$ cat src/hdl/srt_pkg.sv
// ----------------------------------------------------------------------------
// srt_pkg: shared types and constants of the sorted region table
// Transfer payloads, the table entry, cell control and flag groups, the
// selection result, operation and status codes and the controller states.
// ----------------------------------------------------------------------------
package srt_pkg;

  // field widths
  localparam int unsigned ADDR_W      = 48;
  localparam int unsigned TAG_W       = 16;
  localparam int unsigned SHIFT_W     = 5;
  localparam int unsigned COUNT_OUT_W = 7;
  localparam int unsigned FUNC_W      = 2;
  localparam int unsigned STATUS_W    = 2;

  // default table depth
  localparam int unsigned ENTRIES_DEF = 64;

  // configuration port
  localparam int unsigned PADDR_W        = 2;
  localparam int unsigned PDATA_W        = 32;
  localparam logic [PADDR_W-1:0] REG_PAGE_SHIFT = 2'd0;
  localparam logic [SHIFT_W-1:0] PAGE_SHIFT_RST = 5'd12;

  // operation codes
  typedef enum logic [FUNC_W-1:0] {
    FN_INSERT = 2'd0,
    FN_REMOVE = 2'd1,
    FN_LOOKUP = 2'd2
  } func_e;

  // result status codes
  typedef enum logic [STATUS_W-1:0] {
    STAT_OK   = 2'd0,
    STAT_FULL = 2'd1,
    STAT_MISS = 2'd2
  } status_e;

  // controller states
  typedef enum logic [1:0] {
    S_IDLE,
    S_EXEC,
    S_FINISH
  } state_e;

  // input transfer
  typedef struct packed {
    logic [FUNC_W-1:0] func;
    logic [ADDR_W-1:0] address;
    logic [ADDR_W-1:0] region_size;
    logic [TAG_W-1:0]  region_tag;
  } req_t;

  // output transfer
  typedef struct packed {
    logic [STATUS_W-1:0]    status;
    logic [TAG_W-1:0]       hit_tag;
    logic [ADDR_W-1:0]      offset;
    logic [ADDR_W-1:0]      page_address;
    logic [COUNT_OUT_W-1:0] entry_count;
  } rsp_t;

  // one table entry
  typedef struct packed {
    logic [ADDR_W-1:0] base;
    logic [ADDR_W-1:0] size;
    logic [TAG_W-1:0]  tag;
  } entry_t;

  // commands broadcast to every cell
  typedef struct packed {
    logic cap;  // capture compare flags against the incoming address
    logic ins;  // open a gap and insert
    logic rem;  // close the gap over the matching entry
  } cell_ctrl_t;

  // compare flags held in each cell
  typedef struct packed {
    logic lt;   // entry valid and base below address
    logic eq;   // entry valid and base equal to address
    logic inr;  // address below base plus size
  } cell_flags_t;

  // outcome of the selection network
  typedef struct packed {
    logic              match;  // some valid base equals the address
    logic              hit;    // chosen region covers the address
    logic [ADDR_W-1:0] base;
    logic [TAG_W-1:0]  tag;
  } pick_t;

endpackage

$ cat src/hdl/srt_cell.sv
// ----------------------------------------------------------------------------
// srt_cell: one slot of the sorted region chain
// Holds one region, compares it against the incoming address and shifts
// towards either neighbour on insert or remove.
// ----------------------------------------------------------------------------
module srt_cell import srt_pkg::*; (
  input  logic              clk_i,
  input  cell_ctrl_t        ctrl_i,
  input  logic [ADDR_W-1:0] addr_i,
  input  entry_t            new_i,
  input  logic              valid_i,
  input  logic              prev_valid_i,
  input  logic              prev_lt_i,
  input  entry_t            prev_i,
  input  entry_t            next_i,
  output entry_t            ent_o,
  output cell_flags_t       flags_o,
  output logic              head_o
);

  entry_t            ent_q;
  cell_flags_t       flags_q;
  cell_flags_t       flags_d;
  logic [ADDR_W:0]   end_addr;

  // compare against the address of the incoming transfer
  always_comb begin
    end_addr   = {1'b0, ent_q.base} + {1'b0, ent_q.size};
    flags_d.lt  = valid_i && (ent_q.base < addr_i);
    flags_d.eq  = valid_i && (ent_q.base == addr_i);
    flags_d.inr = ({1'b0, addr_i} < end_addr);
  end

  always_ff @(posedge clk_i) begin
    if (ctrl_i.cap) begin
      flags_q <= flags_d;
    end
  end

  // entries below the address stay, the rest shift by one place
  always_ff @(posedge clk_i) begin
    if (ctrl_i.ins && !flags_q.lt) begin
      ent_q <= prev_lt_i ? new_i : prev_i;
    end else if (ctrl_i.rem && !flags_q.lt) begin
      ent_q <= next_i;
    end
  end

  // first entry of a run of equal bases
  assign head_o  = !prev_valid_i || (ent_q.base != prev_i.base);
  assign ent_o   = ent_q;
  assign flags_o = flags_q;

endmodule

$ cat config.mk
export PLATFORM = sky130hd
export DESIGN_NAME = srt_cell
export DESIGN_NICKNAME = d
export VERILOG_FILES = /design/src/hdl/srt_pkg.sv /design/src/hdl/srt_cell.sv
export SDC_FILE = /design/constraint.sdc
export NUM_CORES = 1
export LEC_CHECK = 0
export BUFFER_PORTS_ARGS = -buffer_cell sky130_fd_sc_hd__buf_2
export CELL_PAD_IN_SITES_DETAIL_PLACEMENT = 0
export CELL_PAD_IN_SITES_GLOBAL_PLACEMENT = 2
export CORE_AREA = 2 2 206 208
export CTS_CLUSTER_DIAMETER = 150
export DETAILED_ROUTE_END_ITERATION = 8
export DIE_AREA = 0 0 208 210
export PLACE_DENSITY = 0.84
export SLEW_MARGIN = 10
export SYNTH_ARGS = -nofsm -noshare
export SYNTH_HDL_FRONTEND = slang
export SYNTH_SLANG_ARGS = --single-unit
export TNS_END_PERCENT = 30
$ cat constraint.sdc
create_clock -name clk_i -period 7.9 [get_ports clk_i]
set_input_delay 0 -clock clk_i [delete_from_list [all_inputs] [get_ports clk_i]]
set_output_delay 0 -clock clk_i [all_outputs]
set_load 0.03 [all_outputs]
---- Word level (Yosys, flattened, before mapping) ----
Cells that the tools add are included.
operators by class
  reduce and logical (&&, ||, !) cells .... 8
  add/subtract/negate cells ............... 1
  equality and inequality tests ........... 2
  order comparisons ....................... 2
  muxes and demuxes ....................... 3
operators by type and width
  operator                               number
  2-to-1 mux 112 bit                     3
  adder 48 x 48 -> 49 bit                1
  less-than comparator 48 x 49 -> 1 bit  1
  == test 48 bit                         1
  less-than comparator 48 bit            1
  != test 48 bit                         1
  logical AND 1 bit                      4
  zero test 1 bit                        2
  nonzero test 2 bit                     1
  logical OR 1 bit                       1
storage, ports and cells
  output and inout port bits .............. 116
  flip-flop bits (word level) ............. 115

---- Longest topological paths before layout ----
Gate-level depths: netlist (run 1).
  word-level depth ........................ 4
  gate-level depth with buffers ........... 21
  gate-level depth less buffers ........... 21

---- Worst setup path before layout (run 1) ----
Ideal clock, no wire load.
  path kind ............................... register to register
  start point ............................. register flags_q, in the netlist flags_o[2]
  end point ............................... register ent_q, in the netlist ent_o[0], enable pin
  library setup time ...................... 0.588 ns
  path buffers ............................ 0
  data required time ...................... 7.312 ns
  slack ................................... 2.053 ns
  cell stages (with the launch flop) ...... 2
  data arrival time ....................... 5.259 ns
  clock period less this slack ............ 5.847 ns
  cells stage by stage .................... edfxtp_1 -> nor2_1
on the way
  word-level cells in the longest chain between the ends .. 3
  elaborated cells between the ends (all ways) .. 4
ends and longest elaborated chain
  what                                   RTL line                        text
  start: declaration                     srt_cell.sv:22                  cell_flags_t flags_q;
  start signal: assignment               srt_cell.sv:36                  flags_q <= flags_d;
  zero test 1 bit *                      srt_cell.sv:42, srt_cell.sv:44
  logical AND 1 bit (on tied branches)   srt_cell.sv:42, srt_cell.sv:44
  nonzero test 2 bit (no source line) *  -
  end signal: assignment                 srt_cell.sv:43                  ent_q <= prev_lt_i ? new_i : prev_i;
  end signal: assignment                 srt_cell.sv:45                  ent_q <= next_i;
  end: declaration                       srt_cell.sv:21                  entry_t ent_q;
Every way passes the cells marked *; elsewhere a longest branch is shown, timed or not.
A chain may end at the register's enable or synchronous reset.

==> results.txt, run 1 <==
The run finished with clean final reports. The initial antenna violation count came out at 3. The post-detailed-placement half-perimeter wirelength came out at 39.7 mm. The total global routing track utilization came out at 21.4%. After synthesis, flip-flops and latches occupy 31.2% of the total area. The setup path with the least slack is of type reg2reg. Power comes to 3070 uW. The clock period minus final worst setup slack came out at 5.09 ns. After detailed routing, the number of remaining DRC violations is 0. Across the routed clock network, the largest skew measured is 0.00937 ns. The die is 210 microns tall. The core region is 41500 sq um. Clock-pin slew was measured on the worst setup and hold paths at 0.06 ns. Once the clock tree was built, the setup fixing pass inserted 0 buffers. The top cell types in the final layout, fill and taps aside, are 505 x sky130_fd_sc_hd__buf_2, 212 x sky130_fd_sc_hd__dlygate4sd3_1, 165 x sky130_fd_sc_hd__nand2_1. After filler insertion, the fill cell instance count of the layout stands at 4216. Across the VDD grid, the largest voltage drop is 0.117 mV. The number of warning messages in the yosys log is 0. The placer's final routability congestion estimate is 0.873. Across all register-to-register paths, the minimum setup slack is 2.81 ns.

STA classifies the critical path endpoint as a flop. The worst register-to-register path begins at ent_o[64]. The worst setup path is launched from a flop. The post-synthesis to final-layout area growth is 52.7%. Using the TritonRoute via totals, the vias-per-cell ratio works out to 4.78.

The area of all sequential standard cells came out at 3450 sq um. Setup repair after global routing left no endpoint under its margin. The largest fanout on the critical path came out at 4.

For this run, the post-layout net count is 2464. The sum of overflow across all layers after global routing came out at 0. For this design the ratio of total power to cell area is 182 nW/um^2. The multi-input combinational cell area is 7160 sq um. The detailed router finished its first iteration with 620 violations. Synthesis inferred 115 register bits. At the pin with the least slew margin, the transition time is 1.09 ns.

The count of standard-cell rows is 75. Synthesis instantiated 63 different standard cells from the library. The post-route setup TNS is 0 ns. The max capacitance violation total came out at 0. The fraction of final layout cells sized beyond drive strength 1 is 28.5%. Clock tree synthesis inserted a total of 17 buffers. The hold-critical path depth came out at 3. The via count of the first global-routing pass came out at 12162. The signal on the critical path passes through ha_1 > inv_1 > fa_1 > nor2b_1 > o2111ai_1 > a2111oi_1 > or4_1 > a31oi_2 > o31ai_2 > a21oi_2 > xor2_1 > ha_1 > nand3_1 > nor2_1 > a31oi_1 > o31ai_1 > a41o_1 > a21oi_1 > o31ai_1 > a41oi_1 > a211o_1. Entering global routing, the biggest net connects 106 pins. The worst hold path belongs to the class in2reg. Buffers placed on the I/O ports in this run total 506. The first global-routing pass estimated 70.4 mm of wire.

The most common cell after layout, fill and taps aside is sky130_fd_sc_hd__buf_2. The count of pins over their slew limit came out at 0. The synthesized design devotes to its leading area cell type 31.2% of total area. The required time of the critical path is 8.10 ns. The largest incremental delay on the critical path is 0.67 ns. The worst hold path begins at prev_i[16]. The total via count after detailed routing came out at 11865. TritonCTS built the clock tree. In this run the critical register-to-register path is captured at flags_o[0]. The total wirelength of the detailed-routed design came out at 48.2 mm.

The final number of hold-violating endpoints was 0. The data arrival time at the worst-slack endpoint came out at 5.29 ns. The average cell area after synthesis came out at 8.98 sq um. Setup violations remaining at the end of the flow were counted as 0. The number of standard cells after synthesis is 1233. The width of the chip is 208 microns. Summed over all instances, the cell type with the most area after synthesis is sky130_fd_sc_hd__edfxtp_1.

The final cycle utilization of the critical path came out at 64.4%. The detailed-route wire length per cell is 19.4 microns. The first-pass iteration count of the detailed router is 5. Yosys attributes the largest share of cell area to sky130_fd_sc_hd__edfxtp_1 31%, sky130_fd_sc_hd__ha_1 16%, sky130_fd_sc_hd__mux2i_1 10%, sky130_fd_sc_hd__o21ai_0 6.8%, sky130_fd_sc_hd__nand2_1 5.6%.

The synthesized net count is 1768. The cell type of the slowest stage on the worst timing path is sky130_fd_sc_hd__a2111oi_1. After synthesis the cells add up to 11100 sq um.

In this run the remaining antenna-violating nets after routing total 0. The starting density of the core is 26.7%. The normalized max-slew margin came out at 26.8%. No sink is reached through more buffers than the 2 on the longest clock path. The path with the worst hold slack has its endpoint at ent_o[16]. In the synthesized netlist the async set-or-reset flop fraction comes to 0%.

The number of enable flip-flop cells after synthesis came out at 115. The top-level I/O count came out at 507. The predominant post-synthesis flop cell is sky130_fd_sc_hd__edfxtp_1. The cell leakage power is 0.00822 uW.

The latest clock arrival within the worst-skew pair is 0.44 ns. The number of cells on the worst reg-to-reg path is 21. The root buffer cell chosen for the clock tree is sky130_fd_sc_hd__clkbuf_16.

For this design, the sink count on the clock tree is 115. The die covers 43700 sq um. The H-tree generated during clock tree synthesis spans 4 levels. The achievable frequency came out at 197 MHz.
[flip-flops by register name, indices dropped and copies added, names as in the netlist]
name and cells:
ent_o 112, flags_o 3
[synthesized netlist by cell type (all sizes together), types with 5 or more instances]
cell type  count
a21o          34
nor2          41
inv           73
nor2b         12
o31ai          7
buf            9
o21bai         6
nand3         21
xnor2         40
edfxtp       115
nand2b         9
ha           143
o21a          11
mux2i        112
and3           5
a221oi         6
a21oi         74
a211oi         5
nor3          11
a31oi         12
nand4         26
o21ai        162
clkbuf        37
xor2          45
nor4          11
nand2        165
[timing repair]
| action | CTS | global route |
|---|---|---|
| hold buffers | 212 | 0 |
| resized for setup | 0 | 0 |
| endpoints found under the hold margin | 115 | 0 |
[per-layer routing]
| metal | wire length, microns | global-route usage [%] | vias up |
|---|---|---|---|
| met5 | 0 | 0 | - |
| met3 | 2670 | 4.81 | 42 |
| li1 | - | - | 5930 |
| met1 | 20600 | 25.8 | 5506 |
| met2 | 24000 | 38.3 | 387 |
| met4 | 920 | 5.77 | 0 |
[per-stage QoR]
step / area [sq um] / util [%] / setup WS (ns) / hold WS (ns) / cells
5_1_grt: 16900 / 40.7 / 2.40 / 0.0308 / 2482
6_report: 16900 / 40.7 / 2.81 / 0.0111 / 2482
3_3_place_gp: 14100 / 34.1 / 2.96 / 0.275 / 2237
4_1_cts: 16900 / 40.7 / 2.85 / 0.00409 / 2481
3_5_place_dp: 14100 / 34.1 / 2.90 / 0.280 / 2237
2_1_floorplan: 11100 / - / 2.05 / 0.112 / 1233
[worst max path at each step]
stage | startpoint | slack [ns] | to | cells past startpoint
2_1_floorplan | flags_o[2] | 2.05 | ent_o[0] | 1
3_3_place_gp | ent_o[64] | 2.96 | flags_o[0] | 20
3_5_place_dp | ent_o[64] | 2.90 | flags_o[0] | 21
4_1_cts | ent_o[64] | 2.85 | flags_o[0] | 21
5_1_grt | ent_o[64] | 2.40 | flags_o[0] | 20
6_report | ent_o[64] | 2.81 | flags_o[0] | 21
[cell families after synthesis]
group | synth area share, %
buf+inv | 4.24
mux | 10.1
flops | 31.2
compound gates | 18.7
simple gates | 12.7
fa+ha+maj | 16.3
xor+xnor | 6.73
[critical path: cells and delay by family, from the launching register on]
family	cells	cell delay, ns
AO/OA/AOI/OAI	12	2.63
XOR/XNOR	1	0.15
adder cells (fa/ha/maj)	3	0.94
buffers and inverters	1	0.07
flip-flops	1	0.41
AND/OR/NAND/NOR	4	0.64
[area by class of cell]
type / count / area share [%]
diodes: 1 / 0.0148
clock buffers: 19 / 2.56
clock inverters: 13 / 1.18
inverters: 73 / 1.62
multi-input cells: 999 / 42.4
flip-flops and latches: 115 / 20.4
well taps: 539 / 3.99
repair buffers: 723 / 27.8
[power breakdown]
part	total [uW]	switching, uW	internal [uW]
Combinational	1380	785	592
Sequential	823	65.8	758
Clock	871	337	534
Power figures use the tool's default switching activity.
==> run 2, diff against run 1 <==
ABC_AREA = 1   (was unset)
CORE_AREA = 2 2 222 224   (was 2 2 206 208)
DIE_AREA = 0 0 224 226   (was 0 0 208 210)
PLACE_DENSITY = 0.86   (was 0.84)
clock period = 5.1 ns   (was 7.9 ns; I/O delays follow)
==> results.txt, run 2 <==
The run finished with clean final reports. The first-iteration detailed-routing DRC count is 1069. After clock tree synthesis, the clock-pin slew on the worst setup and hold paths is 0.06 ns. The worst setup path is launched from a flop. The core region is 48300 sq um. The starting density of the core came out at 25.7%. The initial antenna violation count is 3. Dividing the detail-routed wire length by the instance count gives 20.9 microns. The required time of the critical path came out at 5.40 ns. Summing all multi-input logic gate instances after layout gives 7930 sq um. The root buffer cell is sky130_fd_sc_hd__clkbuf_16.

The final number of hold-violating endpoints came to 0. sky130_fd_sc_hd__nand2_1 is the most common cell in the netlist. Entering global routing, the biggest net connects 126 pins. In the layout the commonest cells are 573 x sky130_fd_sc_hd__nand2_1, 505 x sky130_fd_sc_hd__buf_2, 249 x sky130_fd_sc_hd__nor2_1.

From bottom edge to top edge, the die measures 226 microns. At the end of the flow the core is filled with cells to 38.3%. The cell leakage power is 0.00918 uW. The synthesized net count is 2380. The final cycle utilization of the critical path is 75.2%. The area of all sequential standard cells came out at 3450 sq um. The worst setup path is of the reg2reg kind. The number of flip-flops under the largest register name came out at 112.

The maximum clock path buffer count came out at 2. TritonCTS built the clock tree. The via density per instance is 4.88.

The pin slew with the least headroom to its limit is 0.804 ns. The number of nets still failing antenna checks after routing is 0. In this run the core area contains 81 standard-cell rows. Summed over all instances, the cell type with the most area after synthesis is sky130_fd_sc_hd__edfxtp_1. STA classifies the critical path endpoint as a flop. The die covers 50600 sq um. The fraction of final layout cells sized beyond drive strength 1 came out at 23.3%. The total via count after detailed routing is 15549.

The number of buffer cells added on primary ports came out at 506. The setup fix buffers added after clock tree synthesis came out at 0. By count the netlist is led by 573 x sky130_fd_sc_hd__nand2_1, 251 x sky130_fd_sc_hd__nor2_1, 215 x sky130_fd_sc_hd__inv_1. The post-synthesis to final-layout area growth came out at 49.1%.

After synthesis, the share of flip-flops with an asynchronous set or reset is 0%. Final hold analysis gives a worst-case slack of 0.0252 ns. The proportion of synthesized chip area in sequential cells came out at 27.8%. The number of standard cells after synthesis is 1845. The number of clock buffers inserted by TritonCTS is 17. For the final database, setup skew stands at 0.00820 ns. The final setup violation count came out at 0.

The wire length of the first global-routing pass came out at 95.9 mm. The clock period minus final worst setup slack came out at 3.84 ns. The total of flip-flops plus latches after synthesis came out at 115. The achievable frequency is 261 MHz. The post-detailed-placement half-perimeter wirelength is 57.3 mm. In the synthesized netlist the dominant register cell turns out to be sky130_fd_sc_hd__edfxtp_1.

The worst hold path class is in2reg. Global routing used 25.8% of the available tracks. The top-level I/O count is 507. CTS built an H-tree with a depth of 4.

The count of unresolved DRC violations after routing is 0. The distinct cell type count after synthesis came out at 41. Setup repair after global routing left no endpoint under its margin.

The count of pins over their slew limit is 0. The cell area that synthesis handed to floorplanning was 12400 sq um. The post-route setup TNS is 0 ns. The clock net in this run drives a total of 115 sinks.

The filler cell count is 5212. The post-placement cell count came out at 2932. Of all nets on the critical path, the largest fanout is 5. The sum of overflow across all layers after global routing is 0. The latest clock arrival within the worst-skew pair came out at 0.46 ns. The finished layout holds 3186 standard cells, fillers aside. Ranked by total cell area, the synthesized netlist is headed by sky130_fd_sc_hd__edfxtp_1 28%, sky130_fd_sc_hd__nand2_1 17%, sky130_fd_sc_hd__ha_1 14%, sky130_fd_sc_hd__nor2_1 7.6%, sky130_fd_sc_hd__inv_1 6.5%. Measured against its own limit, the worst slew margin works out to 46.3%. The maximum vdd drop came out at 0.153 mV. The power consumption came out at 5150 uW.

The total power divided by cell area came out at 278 nW/um^2. The width of the chip came out at 224 microns. The via count of the first global-routing pass was 15493. The number of enable flip-flop cells after synthesis came out at 115. The area share of the largest cell type after synthesis came out at 27.8%. For this run, the number of Yosys warnings is 0. The most common cell after layout, fill and taps aside is sky130_fd_sc_hd__nand2_1. The number of nets in the layout came out at 3083. The max capacitance violation total came out at 0. The average cell area after synthesis came out at 6.73 sq um. The placer's final routability congestion estimate is 0.974. The data arrival time at the worst-slack endpoint came out at 4.14 ns. The final layout contains routed wiring with a total length of 66.4 mm. The first detailed-routing pass ran for 5 iterations.
-- run 2: changes by cell type after synthesis, sizes merged, moves of 33 or more --
cell	previous run	this run
nor2	41	259
inv	73	222
nand3	21	54
mux2i	112	0
o21ai	162	49
nand2	165	589
a31oi	12	113
-- run 2: power by group --
part           total [uW]  internal (uW)  leakage (uW)  switching, uW
Sequential           1310           1170       0.00110            134
Combinational        2430            920       0.00776           1510
Clock                1420            920      0.000320            497
Total                5150           3010       0.00918           2140
-- run 2: logic make-up after synthesis --
family	Yosys count	synth area share, %
and+or+nand+nor	961	31.4
AOI/OAI and AO/OA	314	15.0
buffers and inverters	271	8.40
adders and majority gates	144	14.6
DFF	115	27.8
xor gates and xnor gates	40	2.82
-- run 2: layer usage --
metal	global-route usage (%)	vias to the layer above	part of all wire [%]
met5	0	-	0
met1	32.2	7349	43
met4	7.87	0	2.7
li1	-	7594	-
met2	45.1	520	49
met3	4.81	86	5.8
-- run 2: per-stage QoR --
step / setup WS (ns) / area (sq um)
2_1_floorplan: 1.14 / 12400
3_3_place_gp: 1.31 / 15600
3_5_place_dp: 1.33 / 15600
4_1_cts: 1.32 / 18500
5_1_grt: 1.06 / 18500
6_report: 1.26 / 18500
-- run 2: area by class of cell --
cell class                 count  area share [%]
antenna                        3          0.0406
clock buffer                  17            2.30
clock inverter                15            1.38
inverter                     222            4.52
multi-input combinational   1459            42.8
sequential                   115            18.7
tap                          622            4.20
timing repair buffer         733            26.1
-- run 2: final timing paths --
check	start	end	slack, ns	cells past startpoint
min	new_i[40]	ent_o[40]	0.03	3
min reg2reg	flags_o[2]	ent_o[58]	0.86	1
max	ent_o[75]	flags_o[0]	1.26	14
max reg2reg	ent_o[75]	flags_o[0]	1.26	14
-- run 2: timing repair --
| item | 4_1_cts | 5_1_grt |
|---|---|---|
| hold buffers | 219 | 0 |
| gates resized for setup | 0 | 0 |
| setup endpoints to repair | 0 | 0 |
| hold endpoints to repair | 113 | 0 |
-- run 2: critical path, stage by stage, from the launching register on --
cell                       delay [ns]
sky130_fd_sc_hd__edfxtp_1        0.57
sky130_fd_sc_hd__ha_1            0.41
sky130_fd_sc_hd__a21oi_1         0.27
sky130_fd_sc_hd__nand2_1         0.17
sky130_fd_sc_hd__a21oi_1         0.25
sky130_fd_sc_hd__nand2_2         0.16
sky130_fd_sc_hd__xnor2_1         0.33
sky130_fd_sc_hd__ha_1            0.33
sky130_fd_sc_hd__a21oi_1         0.15
sky130_fd_sc_hd__nand2_1         0.08
sky130_fd_sc_hd__a21oi_1         0.19
sky130_fd_sc_hd__nand3_1         0.31
sky130_fd_sc_hd__nand3_1         0.17
sky130_fd_sc_hd__nand2_1         0.11
sky130_fd_sc_hd__a21oi_1         0.17
==> run 3, diff against run 2 <==
ABC_AREA = 0   (was 1)
CORE_AREA = 2 2 206 208   (was 2 2 222 224)
DIE_AREA = 0 0 208 210   (was 0 0 224 226)
PLACE_DENSITY = 0.84   (was 0.86)
clock period = 3.9 ns   (was 5.1 ns; I/O delays follow)
==> results.txt, run 3 (synthesis results as in run 1) <==
The achievable frequency came out at 231 MHz. The top cell types in the final layout, fill and taps aside, are 505 x sky130_fd_sc_hd__buf_2, 206 x sky130_fd_sc_hd__dlygate4sd3_1, 165 x sky130_fd_sc_hd__nand2_1. The detailed-route wire length per cell came out at 19.0 microns.

The latest clock arrival within the worst-skew pair is 0.45 ns. The post-detailed-placement half-perimeter wirelength is 41.6 mm. The pin slew with the least headroom to its limit came out at 0.852 ns. The placer's final routability congestion estimate came out at 0.882. The placeable core area is 41500 sq um. The clock transition at the registers of the reported paths came out at 0.07 ns. TritonCTS built the clock tree.

The largest net degree at the start of global routing is 101. The total global routing track utilization came out at 22.3%. The max capacitance violation total came out at 0. The root buffer cell chosen for the clock tree is sky130_fd_sc_hd__clkbuf_16. The height of the die is 210 microns. The count of pins over their slew limit came out at 0.

The kind of start point of the critical path is a flop. The count of unresolved DRC violations after routing is 0. In this run the most used layer during global routing was met2. The count of standard-cell rows is 75. The number of nets still failing antenna checks after routing came out at 0. The total via count after detailed routing came out at 12606. The number of clock buffers inserted by TritonCTS came out at 17. Summed over all cells, the static leakage comes to 0.00895 uW. The net count of the finished layout is 2616.

The setup fix buffers added after clock tree synthesis is 0. The fraction of final layout cells sized beyond drive strength 1 came out at 35.1%. The data arrival time at the worst-slack endpoint came out at 4.65 ns. The maximum level of the CTS H-tree came out at 4. The number of buffer cells added on primary ports came out at 506.

Counting both buffers and inverters, the worst setup path holds a total of 2. The largest incremental delay on the critical path came out at 0.37 ns. The starting density of the core came out at 26.7%. Along the worst path, the maximum fanout reaches 3. The worst setup timing slack at the placement stage came out at -0.608 ns. The maximum clock path buffer count came out at 2. The min-delay analysis places its worst path in the category in2reg. The die covers 43700 sq um. The width of the chip came out at 208 microns. For met2 alone, demand over resource in global routing was 39.5%.

The first-pass iteration count of the detailed router came out at 5. The clock period minus final worst setup slack came out at 4.33 ns. The most common cell after layout, fill and taps aside is sky130_fd_sc_hd__buf_2. After layout, the worst path uses 111% of the clock period. The final cell count without fillers came out at 2635. The worst hold slack across all endpoints is -0.00104 ns. The wire length of the first global-routing pass is 73.2 mm.

Setup violations remaining at the end of the flow were counted as 1. Clock skew on the completed layout was measured at 0.0107 ns. The via count of the first global-routing pass came to 12721. The sum of overflow across all layers after global routing is 0. The initial antenna violation count came to 6.

Dividing total power by cell area gives a power density of 357 nW/um^2. STA classifies the critical path endpoint as a flop. Headroom to the max-slew limit came out at 43.2%. The slowest stage of the critical path belongs to the cell sky130_fd_sc_hd__edfxtp_1. The required time of the critical path is 4.22 ns.

The critical path goes through ha_2 > inv_1 > fa_2 > nor2b_4 > o2111ai_4 > a2111oi_4 > or4_4 > a31oi_4 > o31ai_2 > a21oi_2 > buf_4 > o21ai_2 > xnor2_1 > ha_1 > a2111oi_1 > o21ai_1 > o21ai_1 > o21ai_1 > a21oi_2 > o31ai_2 > a41oi_1 > a211o_1. The checks that failed: hold timing, setup timing. The maximum vdd drop is 0.211 mV. Setup repair after global routing could not meet its margin everywhere.

Summed over all layers, the routed wires come to 50.0 mm. The post-synthesis to final-layout area growth came out at 64.0%. 507 I/O pins were placed. The TritonCTS sink count came out at 115.

The post-placement cell count came out at 2395. The critical path in this run is classified as reg2reg. The via density per instance is 4.78. The cell occurring most often along the worst timing path is sky130_fd_sc_hd__o21ai_1. The final number of hold-violating endpoints came out at 1. The first-iteration detailed-routing DRC count came out at 646. The number of flip-flops under the largest register name came out at 112. Global routing used 4.13% of the available met3 tracks. The category of cells accounting for the largest share of critical-path delay is compound AO/OA/AOI/OAI gates.

The met1 routing resource usage after global routing came out at 27.2%. The post-route worst setup slack is -0.429 ns. The run finished, with violations left.
==> run 3: final cells by class <==
type                    count  area (sq um)
repair buffers            875          5850
clock inverters            15           150
inverters                  73           274
fillers                  4185         23300
flip-flops and latches    115          3450
well taps                 539           674
clock buffers              17           425
multi-input cells         999          7320
diodes                      2          5.00
==> run 3: path summary, 6_finish.rpt <==
check / from / end / slack, ns / cells after the start
max: ent_o[64] / flags_o[0] / -0.43 / 22
min: prev_i[12] / ent_o[12] / -0.001 / 3
max reg2reg: ent_o[64] / flags_o[0] / -0.43 / 22
min reg2reg: ent_o[63] / flags_o[0] / 0.80 / 2
==> run 3: through the flow <==
| step | total power (uW) | util (%) | area [sq um] | TNS, ns |
|---|---|---|---|---|
| 6_report | 6480 | 43.8 | 18200 | -0.429 |
| 3_3_place_gp | 4610 | 37.1 | 15400 | -0.524 |
| 2_1_floorplan | 3350 | - | 11100 | -0.302 |
| 3_5_place_dp | 4630 | 37.1 | 15400 | -0.608 |
| 4_1_cts | 6500 | 43.7 | 18100 | -0.478 |
| 5_1_grt | 6890 | 43.8 | 18200 | -0.680 |
==> run 3: power breakdown <==
group | switching [uW] | internal (uW) | leakage (uW) | total, uW
logic | 1750 | 1520 | 0.00755 | 3270
registers | 97.0 | 1530 | 0.00113 | 1630
clock network | 691 | 890 | 0.000275 | 1580
==> run 3: per-layer routing <==
layer  up-vias  wire length, microns
met5         -                    23
met4         4                  1310
met3        63                  2460
met2       419                 24600
met1      5869                 21500
li1       6251                     -
==> run 3: worst register-to-register path, cell delays in order, from the launching register on <==
cell	delay, ns
sky130_fd_sc_hd__edfxtp_1	0.37
sky130_fd_sc_hd__ha_2	0.18
sky130_fd_sc_hd__inv_1	0.05
sky130_fd_sc_hd__fa_2	0.37
sky130_fd_sc_hd__nor2b_4	0.16
sky130_fd_sc_hd__o2111ai_4	0.19
sky130_fd_sc_hd__a2111oi_4	0.37
sky130_fd_sc_hd__or4_4	0.20
sky130_fd_sc_hd__a31oi_4	0.10
sky130_fd_sc_hd__o31ai_2	0.22
sky130_fd_sc_hd__a21oi_2	0.10
sky130_fd_sc_hd__buf_4	0.14
sky130_fd_sc_hd__o21ai_2	0.11
sky130_fd_sc_hd__xnor2_1	0.13
sky130_fd_sc_hd__ha_1	0.26
sky130_fd_sc_hd__a2111oi_1	0.37
sky130_fd_sc_hd__o21ai_1	0.11
sky130_fd_sc_hd__o21ai_1	0.11
sky130_fd_sc_hd__o21ai_1	0.09
sky130_fd_sc_hd__a21oi_2	0.20
sky130_fd_sc_hd__o31ai_2	0.08
sky130_fd_sc_hd__a41oi_1	0.16
sky130_fd_sc_hd__a211o_1	0.13
==> run 3: repair_timing <==
item                                    4_1_cts  5_1_grt
resized for setup                            14       11
hold buffers                                206        0
pin swaps                                     2        4
endpoints found under the setup margin        1        1
hold endpoints to repair                    115        0
